`src/gbfp_pkg.sv`:
```
// Shared types and constants of the GNSS binary frame parser.
package gbfp_pkg;

  localparam int unsigned CfgDataW  = 32;
  localparam int unsigned CfgIndexW = 1;

  localparam logic [CfgIndexW-1:0] CfgMaxAccuracy = 1'd0;
  localparam logic [CfgIndexW-1:0] CfgMaxPayload  = 1'd1;

  localparam logic [15:0] MaxPayloadReset = 16'd248;

  localparam logic [7:0] SyncOne  = 8'hB5;
  localparam logic [7:0] SyncTwo  = 8'h62;
  localparam logic [7:0] ClassNav = 8'h01;
  localparam logic [7:0] ClassAck = 8'h05;
  localparam logic [7:0] ClassMon = 8'h0A;
  localparam logic [7:0] IdPosllh = 8'h02;
  localparam logic [7:0] IdStatus = 8'h03;
  localparam logic [7:0] IdVer    = 8'h04;
  localparam logic [7:0] IdAckAck = 8'h01;

  localparam logic [15:0] PosllhLen = 16'd28;
  // Payload offsets of the captured words, in units of four bytes.
  localparam logic [13:0] LonWord = 14'd1;  // bytes 4..7
  localparam logic [13:0] LatWord = 14'd2;  // bytes 8..11
  localparam logic [13:0] AccWord = 14'd5;  // bytes 20..23

  typedef enum logic [3:0] {
    PhHunt    = 4'd0,
    PhSync2   = 4'd1,
    PhClass   = 4'd2,
    PhId      = 4'd3,
    PhLenLo   = 4'd4,
    PhLenHi   = 4'd5,
    PhPayload = 4'd6,
    PhCkA     = 4'd7,
    PhCkB     = 4'd8
  } phase_e;

  typedef enum logic [1:0] {
    StOk       = 2'd0,
    StChecksum = 2'd1,
    StTooBig   = 2'd2,
    StBadSync  = 2'd3
  } status_e;

  typedef enum logic [1:0] {
    DispHandled   = 2'd0,
    DispUnhandled = 2'd1,
    DispNak       = 2'd2,
    DispError     = 2'd3
  } dispatch_e;

  typedef struct packed {
    logic [1:0]  status;
    logic [7:0]  cls;
    logic [7:0]  id;
    logic [15:0] length;
    logic [1:0]  dispatch;
    logic [31:0] longitude;
    logic [31:0] latitude;
    logic [31:0] accuracy;
    logic        pos_valid;
    logic [7:0]  acked_class;
    logic [7:0]  acked_id;
  } result_t;

endpackage

```
`src/gnss_binary_frame_parser.sv`:
```
// Top level of the GNSS binary frame parser: byte-wise deframer and result register.
//
// Takes one received byte per transaction on the rx channel and finds frames of the form
// sync 0xB5 0x62, class, id, 16-bit little-endian length, payload, two Fletcher check
// bytes. One result transaction leaves on the res channel when a frame ends (ok or
// checksum fail) or aborts (length above max_payload_length, bad second sync byte); all
// other bytes give no result. Every byte is parsed in the cycle it is accepted, so the
// block takes one byte per clock while rx_ready_o is high; the result appears on
// res_valid_o in the cycle after the byte that closed the frame and sits in a single
// result register. rx_ready_o is low only while that register holds a result that the
// downstream side does not take in the same cycle. Good frames carry a dispatch code,
// NAV-POSLLH position fields with a valid flag gated by length and max_accuracy
// (register 0), and the acknowledged class and id of ACK-class frames. Configuration
// writes on cfg_we_i take effect at the next edge; write them only while the block is idle.
module gnss_binary_frame_parser (
  input  logic                            clk_i,
  input  logic                            rst_ni,
  input  logic                            cfg_we_i,
  input  logic [gbfp_pkg::CfgIndexW-1:0]  cfg_index_i,
  input  logic [gbfp_pkg::CfgDataW-1:0]   cfg_data_i,
  input  logic                            rx_valid_i,
  output logic                            rx_ready_o,
  input  logic [7:0]                      rx_byte_i,
  output logic                            res_valid_o,
  input  logic                            res_ready_i,
  output logic [1:0]                      frame_status_o,
  output logic [7:0]                      frame_class_o,
  output logic [7:0]                      frame_id_o,
  output logic [15:0]                     frame_length_o,
  output logic [1:0]                      dispatch_code_o,
  output logic signed [31:0]              longitude_o,
  output logic signed [31:0]              latitude_o,
  output logic [31:0]                     horizontal_accuracy_o,
  output logic                            position_valid_o,
  output logic [7:0]                      acked_class_o,
  output logic [7:0]                      acked_id_o
);
  import gbfp_pkg::*;

  // Configuration registers.
  logic [31:0] max_acc_q;
  logic [15:0] max_len_q;

  // Parse state.
  phase_e      phase_q, phase_d;
  logic [7:0]  sum_a_q, sum_a_d, sum_b_q, sum_b_d, ck_a_q, ck_a_d;
  logic [7:0]  cls_q, cls_d, id_q, id_d;
  logic [15:0] len_q, len_d, count_q, count_d;
  logic [31:0] lon_q, lon_d, lat_q, lat_d, acc_q, acc_d;
  logic [15:0] ack_q, ack_d;

  // Result register.
  logic        res_valid_q, res_valid_d;
  result_t     res_q, res_d;
  logic        emit;

  logic        rx_fire;
  logic [7:0]  sum_a_add, sum_b_add;
  logic [15:0] len_full, count_inc;
  logic [1:0]  byte_sel;

  // Hold a new byte only when the result slot is free or drains this cycle.
  assign rx_ready_o = !res_valid_q || res_ready_i;
  assign rx_fire    = rx_valid_i && rx_ready_o;

  always_ff @(posedge clk_i or negedge rst_ni) begin
    if (!rst_ni) begin
      max_acc_q <= '0;
      max_len_q <= MaxPayloadReset;
    end else if (cfg_we_i) begin
      case (cfg_index_i)
        CfgMaxAccuracy: max_acc_q <= cfg_data_i;
        CfgMaxPayload:  max_len_q <= cfg_data_i[15:0];
        default: ;
      endcase
    end
  end

  // Fletcher update with the incoming byte.
  assign sum_a_add = sum_a_q + rx_byte_i;
  assign sum_b_add = sum_b_q + sum_a_add;
  assign len_full  = {rx_byte_i, len_q[7:0]};
  assign count_inc = count_q + 16'd1;
  assign byte_sel  = count_q[1:0];

  always_comb begin
    phase_d = phase_q;
    sum_a_d = sum_a_q;
    sum_b_d = sum_b_q;
    ck_a_d  = ck_a_q;
    cls_d   = cls_q;
    id_d    = id_q;
    len_d   = len_q;
    count_d = count_q;
    lon_d   = lon_q;
    lat_d   = lat_q;
    acc_d   = acc_q;
    ack_d   = ack_q;
    emit    = 1'b0;
    res_d   = '0;

    case (phase_q)
      PhSync2: begin
        if (rx_byte_i == SyncTwo) begin
          phase_d = PhClass;
        end else begin
          // Re-examine the offending byte as a first sync byte.
          phase_d        = (rx_byte_i == SyncOne) ? PhSync2 : PhHunt;
          emit           = 1'b1;
          res_d.status   = StBadSync;
          res_d.dispatch = DispError;
        end
      end
      PhClass: begin
        cls_d   = rx_byte_i;
        sum_a_d = sum_a_add;
        sum_b_d = sum_b_add;
        phase_d = PhId;
      end
      PhId: begin
        id_d    = rx_byte_i;
        sum_a_d = sum_a_add;
        sum_b_d = sum_b_add;
        phase_d = PhLenLo;
      end
      PhLenLo: begin
        len_d   = {8'd0, rx_byte_i};
        sum_a_d = sum_a_add;
        sum_b_d = sum_b_add;
        phase_d = PhLenHi;
      end
      PhLenHi: begin
        len_d   = len_full;
        sum_a_d = sum_a_add;
        sum_b_d = sum_b_add;
        if (len_full > max_len_q) begin
          // Abort as soon as the length is known.
          phase_d        = PhHunt;
          emit           = 1'b1;
          res_d.status   = StTooBig;
          res_d.cls      = cls_q;
          res_d.id       = id_q;
          res_d.length   = len_full;
          res_d.dispatch = DispError;
        end else begin
          phase_d = (len_full == 16'd0) ? PhCkA : PhPayload;
        end
      end
      PhPayload: begin
        sum_a_d = sum_a_add;
        sum_b_d = sum_b_add;
        // Capture the payload bytes that a result may carry.
        if (count_q < 16'd2) begin
          ack_d[8*count_q[0] +: 8] = rx_byte_i;
        end else if (count_q[15:2] == LonWord) begin
          lon_d[8*byte_sel +: 8] = rx_byte_i;
        end else if (count_q[15:2] == LatWord) begin
          lat_d[8*byte_sel +: 8] = rx_byte_i;
        end else if (count_q[15:2] == AccWord) begin
          acc_d[8*byte_sel +: 8] = rx_byte_i;
        end
        count_d = count_inc;
        if (count_inc >= len_q) begin
          phase_d = PhCkA;
        end
      end
      PhCkA: begin
        ck_a_d  = rx_byte_i;
        phase_d = PhCkB;
      end
      PhCkB: begin
        phase_d      = PhHunt;
        emit         = 1'b1;
        res_d.cls    = cls_q;
        res_d.id     = id_q;
        res_d.length = len_q;
        if (ck_a_q != sum_a_q || rx_byte_i != sum_b_q) begin
          res_d.status   = StChecksum;
          res_d.dispatch = DispError;
        end else begin
          res_d.status   = StOk;
          res_d.dispatch = DispUnhandled;
          if (cls_q == ClassNav) begin
            if (id_q == IdPosllh) begin
              res_d.dispatch  = DispHandled;
              res_d.longitude = lon_q;
              res_d.latitude  = lat_q;
              res_d.accuracy  = acc_q;
              res_d.pos_valid = (len_q == PosllhLen) && (acc_q <= max_acc_q);
            end else if (id_q == IdStatus) begin
              res_d.dispatch = DispHandled;
            end
          end else if (cls_q == ClassMon) begin
            if (id_q == IdVer) begin
              res_d.dispatch = DispHandled;
            end
          end else if (cls_q == ClassAck) begin
            res_d.dispatch    = (id_q == IdAckAck) ? DispHandled : DispNak;
            res_d.acked_class = ack_q[7:0];
            res_d.acked_id    = ack_q[15:8];
          end
        end
      end
      default: begin
        // Hunt: a first sync byte opens a fresh frame.
        if (rx_byte_i == SyncOne) begin
          phase_d = PhSync2;
          sum_a_d = '0;
          sum_b_d = '0;
          ck_a_d  = '0;
          cls_d   = '0;
          id_d    = '0;
          len_d   = '0;
          count_d = '0;
          lon_d   = '0;
          lat_d   = '0;
          acc_d   = '0;
          ack_d   = '0;
        end else begin
          phase_d = PhHunt;
        end
      end
    endcase
  end

  always_ff @(posedge clk_i or negedge rst_ni) begin
    if (!rst_ni) begin
      phase_q <= PhHunt;
      sum_a_q <= '0;
      sum_b_q <= '0;
      ck_a_q  <= '0;
      cls_q   <= '0;
      id_q    <= '0;
      len_q   <= '0;
      count_q <= '0;
      lon_q   <= '0;
      lat_q   <= '0;
      acc_q   <= '0;
      ack_q   <= '0;
    end else if (rx_fire) begin
      phase_q <= phase_d;
      sum_a_q <= sum_a_d;
      sum_b_q <= sum_b_d;
      ck_a_q  <= ck_a_d;
      cls_q   <= cls_d;
      id_q    <= id_d;
      len_q   <= len_d;
      count_q <= count_d;
      lon_q   <= lon_d;
      lat_q   <= lat_d;
      acc_q   <= acc_d;
      ack_q   <= ack_d;
    end
  end

  // Keep a waiting result, load a new one, drop a taken one.
  assign res_valid_d = (res_valid_q && !res_ready_i) || (rx_fire && emit);

  always_ff @(posedge clk_i or negedge rst_ni) begin
    if (!rst_ni) begin
      res_valid_q <= 1'b0;
    end else begin
      res_valid_q <= res_valid_d;
    end
  end

  always_ff @(posedge clk_i) begin
    if (rx_fire && emit) begin
      res_q <= res_d;
    end
  end

  assign res_valid_o           = res_valid_q;
  assign frame_status_o        = res_q.status;
  assign frame_class_o         = res_q.cls;
  assign frame_id_o            = res_q.id;
  assign frame_length_o        = res_q.length;
  assign dispatch_code_o       = res_q.dispatch;
  assign longitude_o           = res_q.longitude;
  assign latitude_o            = res_q.latitude;
  assign horizontal_accuracy_o = res_q.accuracy;
  assign position_valid_o      = res_q.pos_valid;
  assign acked_class_o         = res_q.acked_class;
  assign acked_id_o            = res_q.acked_id;

endmodule

```
`config.mk`:
```
export PLATFORM = sky130hd
export DESIGN_NAME = gnss_binary_frame_parser
export DESIGN_NICKNAME = d
export VERILOG_FILES = /design/src/gbfp_pkg.sv /design/src/gnss_binary_frame_parser.sv
export SDC_FILE = /design/constraint.sdc
export NUM_CORES = 1
export LEC_CHECK = 0
export ABC_AREA = 0
export BUFFER_PORTS_ARGS = -buffer_cell sky130_fd_sc_hd__buf_2
export CAP_MARGIN = 25
export CORE_UTILIZATION = 44
export CTS_CLUSTER_SIZE = 28
export DETAILED_ROUTE_END_ITERATION = 10
export PLACE_DENSITY = 0.72
export SYNTH_ARGS = -nofsm -noshare
export SYNTH_HDL_FRONTEND = slang
export SYNTH_SLANG_ARGS = --single-unit
```
`constraint.sdc`:
```
create_clock -name clk_i -period 33.1 [get_ports clk_i]
set_clock_uncertainty 0.15 [all_clocks]
set_input_delay 3.31 -clock clk_i [delete_from_list [all_inputs] [get_ports clk_i]]
set_output_delay 3.31 -clock clk_i [all_outputs]
set_load 0.005 [all_outputs]
```
## Yosys cells after proc, flatten, opt, wreduce, memory -nomap -nowiden

Index checks and enable logic that the tools add are counted.

| storage, ports and cells | value |
|---|---|
| bits in registers | 386 |
| bits of input ports | 46 |
| output and inout bits | 151 |
| logic and storage cells | 174 |

| cells by class | value |
|---|---|
| add/subtract/negate cells | 5 |
| order comparisons | 4 |
| equal/unequal tests | 31 |
| shift-type cells | 4 |
| multiplexer cells | 51 |
| bitwise gates (word level) | 12 |
| reductions and logical operators | 40 |

Operators with widths:

| operator | number |
|---|---|
| 32-bit 2-to-1 mux | 10 |
| 32-bit case mux with 2 select lines | 4 |
| 32-bit bitwise mux | 3 |
| 8-bit case mux with 2 select lines | 5 |
| 16-bit case mux with 2 select lines | 2 |
| 16-bit case mux with 3 select lines | 1 |
| 36-bit 2-to-1 mux | 1 |
| 4-bit negator with 34-bit output | 1 |
| 5-bit negator with 34-bit output | 1 |
| 8-bit by 34-bit variable shift with 16-bit output (first input constant) | 1 |
| 8-bit by 34-bit variable shift with 32-bit output (first input constant) | 1 |
| 8-bit by 34-bit variable part select with 16-bit output | 1 |
| 8-bit by 34-bit variable part select with 32-bit output | 1 |
| 32-bit <= comparator | 1 |
| 16-bit 2-to-1 mux | 2 |
| 4-bit case mux with 8 select lines | 1 |
| 7-bit OR reduction | 4 |
| 3-bit AND reduction | 6 |
| 16-bit by 1-bit adder with 16-bit output (second input constant) | 1 |
| 8-bit adder | 2 |
| 16-bit bitwise mux | 1 |
| 16-bit by 5-bit == test with 1-bit output (second input constant) | 1 |
| 4-bit by 3-bit == test with 1-bit output (second input constant) | 4 |
| 8-bit by 1-bit == test with 1-bit output (second input constant) | 2 |
| other kinds (39) | 90 |

## Logic depth before layout (Yosys ltp)

Gate-level depths: netlist of run 1.

| depth | value |
|---|---|
| depth in word-level cells | 8 |
| gate-level depth with buffers | 14 |
| mapped depth without buffers | 14 |

## Worst setup path before layout of run 1

Ideal clock, no wire load.

| timing | value |
|---|---|
| path kind | input -> register |
| start point | in rx_byte_i[7] |
| end point | reg res_q, in the netlist acked_class_o[0] (enable) |
| library setup time | 839 ps |
| arrival | 14520 ps |
| data required time | 32111 ps |
| path slack | 17590 ps |
| stages | 7 |
| path buffers | 1 |
| cells stage by stage | clkbuf_1 -> or4_1 -> nor2_1 -> or4_1 -> inv_1 -> nor3_1 -> nor3_1 |

| on the way | value |
|---|---|
| longest elaborated chain between the ends | 4 |
| elaborated cells on any way between the ends | 6 |

Ends and longest elaborated chain:

| element | RTL line | source |
|---|---|---|
| start: declaration | gnss_binary_frame_parser.sv:23 | `input logic [7:0] rx_byte_i,` |
| 16-bit > comparator or 8-bit by 7-bit == test with 1-bit output (tied branches) | gnss_binary_frame_parser.sv:136, gnss_binary_frame_parser.sv:104 |  |
| 1-bit 2-to-1 mux, on equally long branches | gnss_binary_frame_parser.sv:136, gnss_binary_frame_parser.sv:104 |  |
| 1-bit case mux with 3 select lines (*) | gnss_binary_frame_parser.sv:102 | `case (phase_q)` |
| 1-bit logical AND (*) | gnss_binary_frame_parser.sv:268 | `if (rx_fire && emit) begin` |
| end signal: assignment | gnss_binary_frame_parser.sv:269 | `res_q <= res_d;` |
| end: declaration | gnss_binary_frame_parser.sv:54 | `result_t res_q, res_d;` |

Mark *: on every way between the ends. The rest lies on a longest branch, timed or not.
A chain may end at the register's enable or synchronous reset.

## Final worst setup path of run 1

| timing | value |
|---|---|
| start point | in res_ready_i |
| end point | out rx_ready_o |

| on the way | value |
|---|---|
| longest elaborated chain between the ends | 1 |

Ends and longest elaborated chain:

| element | RTL line | source |
|---|---|---|
| start: declaration | gnss_binary_frame_parser.sv:25 | `input logic res_ready_i,` |
| 1-bit logical OR | gnss_binary_frame_parser.sv:63 | `assign rx_ready_o = !res_valid_q \|\| res_ready_i;` |
| end: declaration | gnss_binary_frame_parser.sv:22 | `output logic rx_ready_o,` |

Every way passes these cells.

==> flow_summary.yaml, run 1 <==
floorplan:
  ios: 197
  die_w_um: 204
  num_rows: 73
  die_y_um: 204
  start_util_pct: 44.8
  design.die.area_sq_um: 41600
  core_area_sq_um: 40000
layout:
  drive_gt1_share_pct: 25.3
  fillers: 3419
  multiInputGateArea_sq_um: 6960
  fin_cells: 2220
  seqCellArea_sq_um: 10400
  final_core_util_pct: 52.3
  syn_to_final_growth_pct: 16.7
  final_nets: 1795
worst_setup_path:
  ff2ff_path_depth: 12
  worst_setup_path_start_kind: "input pin"
  end_kind: "primary output"
  crit_fanout: 4
  critPathArrivalTime_ps: 3760
  crit_type: "in2out"
  cp.required_ps: 29640
clock_tree:
  cts_tree: "built"
  cts_buffers: 40
  clock_path_buffers: 3
  post_cts_buffers: 0
  clk_pin_slew_ps: 60
  htree_levels: 2
  cts_root_buffer: "clkbuf_16"
  hold_buffers: 0
  post_cts_resize_count: 0
  clock-sinks: 386
  clock_latency_ps: 540
placed_design:
  place_congestion: 0.900
  pre_cts_ws_ps: 25730
  port-buffer-count: 196
  hpwl_mm: 30.6
  place_inst: 2144
power:
  p_per_area_nw_per_um2: 72.5
  vdd_drop_max_mv: 0.0320
  power_leakage_nw: 9.48
global_routing:
  first_global_vias: 12000
  grt_pass1_wl_mm: 68.3
  antenna_found_initial: 4
  track_usage_pct: 21.3
  grt_max_degree: 98
  overflow: 0
logic_synthesis:
  synth_top_cell_by_area: "dfrtp_1"
  synth.yosys.seq_area_share_pct: 58.0
  synth_edf_count: 149
  ys_warn_count: 0
  synthTopCellsByCount: "dfrtp_1 (232), edfxtp_1 (149), and2_1 (139)"
  synth_top_area_share_pct: 32.4
  async_reset_ff_share_pct: 61.4
  synth_cells: 1470
  ys_ff_latch: 386
  yosys_most_used_dff: "dfrtp_1"
  synth.most_common_cell: "dfrtp_1"
  ys_top_cells_by_area: "dfrtp_1 (32%), edfxtp_1 (25%), mux2_2 (7.6%), ha_1 (5.8%), and2_1 (4.8%)"
  synth_nets: 1601
  syn_area_sq_um: 17900
  syn-mean-instance-area_sq_um: 12.2
  synth_cell_type_count: 67
min_path:
  min_path_cells: 1
  hold_class: "reg2reg"
sta:
  holdWs_ps: 345
  period_needed_ps: 7220
  tightest_slew_ps: 1070
  hold_violations: 0
  setup_viol: 0
  layout_setup_ws_ps: 25880
  relSlewSlack_pct: 28.4
  slew_viol_final: 0
  fmax_mhz: 138
  tns_ps: 0
  rsz0062_at_grt: "no"
  period_share_pct: 21.8
route:
  vias: 12000
  routedWlPerCell_um: 19.8
  viasPerCell: 5.41
  drc: 0
  drt-initial-drc-count: 995
  route.antenna.remaining_nets: 0
  drt-total-wl_mm: 43.9
  dr.pass1.iters: 7
run:
  cap_violations: 0
run_status:
  outcome: "completed"
-- cell families after synthesis --
kind of cell / Yosys count / synth area share (%)
xor gates and xnor gates: 44 / 2.15
muxes: 132 / 8.22
adders and majority gates: 85 / 6.01
AOI/OAI and AO/OA: 239 / 8.85
buffers and inverters: 153 / 3.28
DFF: 386 / 58.0
and+or+nand+nor: 431 / 13.5
-- final timing paths --
kind | start | to | slack (ps)
worst max-delay path | res_ready_i | rx_ready_o | 25880
worst min-delay path | lat_q[24] | lat_q[24] | 350
worst max register to register | max_len_q[7] | longitude_o[0] | 28840
worst min register to register | lat_q[24] | lat_q[24] | 350
max in group asynchronous | rst_ni | ack_q[13] | 28480
min in group asynchronous | rst_ni | lat_q[2] | 2610
-- layout by cell type (no fill, tap or decap), types with 33 or more instances in the layout --
master / n
clkbuf_16: 41
inv_1: 95
nand2_1: 83
o21ai_0: 73
dfrtp_1: 232
a21oi_1: 47
nor2_1: 47
nand3_1: 33
a22o_1: 49
mux2_2: 121
buf_2: 195
edfxtp_1: 149
and2_1: 139
ha_1: 83
-- sequential cells by signal (all words and copies together) (netlist names), 4 cells and up --
register and flops:
acc_q 32, phase_q 4, max_acc_q 32, ck_a_q 8, frame_class_o 8, lon_q 32
sum_b_q 8, horizontal_accuracy_o 32, frame_length_o 16, cls_q 8, frame_id_o 8, max_len_q 16
lat_q 32, acked_id_o 8, count_q 16, sum_a_q 8, acked_class_o 8, longitude_o 32
ack_q 16, id_q 8, len_q 16, latitude_o 32
-- final cells by class --
class	instances	share of cell area (%)
Antenna cell	1	0.0120
Inverter	95	1.70
Timing Repair Buffer	210	5.52
Clock buffer	49	5.19
Sequential cell	386	49.7
Tap cell	525	3.14
Multi-Input combinational cell	931	33.3
Clock inverter	23	1.43
-- power by group --
part	switching (mW)	internal (mW)
clock network	0.186	0.289
registers	0.0686	0.583
logic	0.228	0.164
-- layer usage --
layer | global-route usage [%] | wire length, um
met4 | 7.09 | 1220
met3 | 3.14 | 2560
met5 | 0 | 10
met2 | 34.1 | 20600
met1 | 29.5 | 19500
-- worst max-delay path: stages --
cell and delay [ps]:
buf_2 90, nand2b_1 200, buf_2 160
-- stage by stage --
step                      total power, mW  instance area, sq um
after detailed placement             1.05                 19500
after global placement               1.03                 19500
after CTS                            1.52                 20900
after floorplan                     0.928                 17900
after global routing                 1.60                 20900
final                                1.52                 20900
No activity file was read; power rests on OpenSTA's default activity.
==> run 2: changes to the inputs <==
PLACE_DENSITY = 0.74   (was 0.72)
clock period = 6.3 ns   (was 33.1 ns; I/O delays follow)
==> flow_summary.yaml, run 2 (synthesis gave the netlist of run 1 again) <==
floorplan:
  start_util_pct: 44.8
  core_area_sq_um: 40000
  design.die.area_sq_um: 41600
  die_w_um: 204
  num_rows: 73
  die_y_um: 204
  ios: 197
min_path:
  hold_class: "in2reg"
  min-delay-start: "cfg_data_i[24]"
worst_setup_path:
  cp_slowest_cell: "dfrtp_1"
  critPathArrivalTime_ps: 4200
  crit_fanout: 19
  worst_setup_path_start_kind: "flop"
  end_kind: "flop"
  cp.required_ps: 6590
  crit_path_start: "count_q[0]"
  crit_type: "reg2reg"
  r2r-start: "count_q[0]"
  worstPathCellList: "ha_1, nand2_1, nor2_1, nand3_1, xnor2_1, ha_1, a21o_1, a21o_1, a211oi_1, o22ai_1, a21oi_1, mux2_2"
  cpPeakStageDelay_ps: 770
global_routing:
  first_global_vias: 12100
  use_met2_pct: 34.8
  grt_pass1_wl_mm: 67.9
  antenna_found_initial: 2
  grt_max_degree: 156
  top_usage_layer: "met2"
  track_usage_pct: 21.1
  gr-usage-met1_pct: 28.2
  overflow: 0
  use_met3_pct: 3.03
clock_tree:
  post_cts_resize_count: 0
  hold_buffers: 1
  clk_pin_slew_ps: 60
  htree_levels: 2
  clock-sinks: 386
  clock_latency_ps: 550
  clock_path_buffers: 3
  post_cts_buffers: 0
  cts_buffers: 40
  cts_tree: "built"
  cts_root_buffer: "clkbuf_16"
sta:
  period_share_pct: 62.1
  relSlewSlack_pct: 28.3
  tns_ps: 0
  hold_violations: 0
  fmax_mhz: 256
  period_needed_ps: 3910
  setup_viol: 0
  rsz0062_at_grt: "no"
  tightest_slew_ps: 1070
  slew_viol_final: 0
placed_design:
  dpl_cell_area_sq_um: 19500
  hpwl_mm: 30.9
  port-buffer-count: 196
  place_congestion: 0.913
route:
  drt-total-wl_mm: 43.7
  drt-initial-drc-count: 1001
  route.antenna.remaining_nets: 0
  vias: 12100
  viasPerCell: 5.45
  drc: 0
  routedWlPerCell_um: 19.7
  dr.pass1.iters: 5
layout:
  fillers: 3404
  syn_to_final_growth_pct: 15.9
  final_nets: 1793
  final_core_util_pct: 52.0
  final_cell_mix: "dfrtp_1 (232), buf_2 (195), edfxtp_1 (149), and2_1 (139), mux2_2 (121)"
  final_common_cell: "dfrtp_1"
  drive_gt1_share_pct: 24.9
  multiInputGateArea_sq_um: 6970
  finalInstanceArea_sq_um: 20800
  seqCellArea_sq_um: 10400
run:
  cap_violations: 0
power:
  power_leakage_nw: 9.41
  p_per_area_nw_per_um2: 377
  p_total_mw: 7.84
  p_int_mw: 5.28
  pwr-share-clk_pct: 29.8
  swShare_pct: 32.6
  seq_power_share_pct: 43.6
  p_sw_mw: 2.55
  pwr-share-comb_pct: 26.6
  vdd_drop_max_mv: 0.179
run_status:
  outcome: "completed"
## run 2: changes by cell type in the layout (fill, tap and decap cells not counted), sizes merged
| cell | previous run | this run |
|---|---|---|
| inv | 96 | 98 |
| clkinv | 14 | 16 |
| bufinv | 7 | 4 |
| clkinvlp | 1 | 2 |
| buf | 210 | 206 |
| dlygate4sd3 | 0 | 1 |
## run 2: layer usage
layer / vias to the layer above / wire length (um)
met5: - / 10
met2: 409 / 20900
met3: 101 / 2330
li1: 5607 / -
met4: 2 / 1410
met1: 5980 / 19100
## run 2: cell type report
| cell class | count | area share (%) |
|---|---|---|
| antenna | 1 | 0.0120 |
| clock buffer | 48 | 5.06 |
| clock inverter | 25 | 1.15 |
| inverter | 95 | 1.72 |
| multi-input combinational | 931 | 33.5 |
| sequential | 386 | 50.1 |
| tap | 525 | 3.16 |
| timing repair buffer | 208 | 5.29 |
## run 2: through the flow
stage,setup slack (ps),hold slack [ps],cells
floorplan,333,184,1470
global placement,2290,319,2142
detailed placement,2200,327,2142
CTS,2470,143,2216
global route,2130,156,2218
finish,2390,159,2219
## run 2: final timing paths
kind	cells past startpoint	slack (ps)	endpoint
max	12	2390	phase_q[3]
min	3	160	max_acc_q[24]
max reg2reg	12	2390	phase_q[3]
min reg2reg	1	340	lat_q[17]
max in group asynchronous	3	4100	sum_a_q[3]
min in group asynchronous	2	530	max_acc_q[18]
## run 2: critical path: cells and delay by family, from the launching register on
family          cells  cell delay (ps)
xor+xnor            1              160
fa+ha+maj           2              520
simple gates        3              680
flops               1              770
compound gates      5             1110
mux                 1              400
## run 2: power by group through the flow
stage / Clock [mW] / Combinational (mW) / Sequential (mW)
floorplan: 0 / 1.50 / 3.34
global placement: 0 / 1.97 / 3.44
detailed placement: 0 / 2.06 / 3.45
CTS: 2.38 / 2.08 / 3.41
global route: 2.47 / 2.31 / 3.46
finish: 2.33 / 2.09 / 3.41
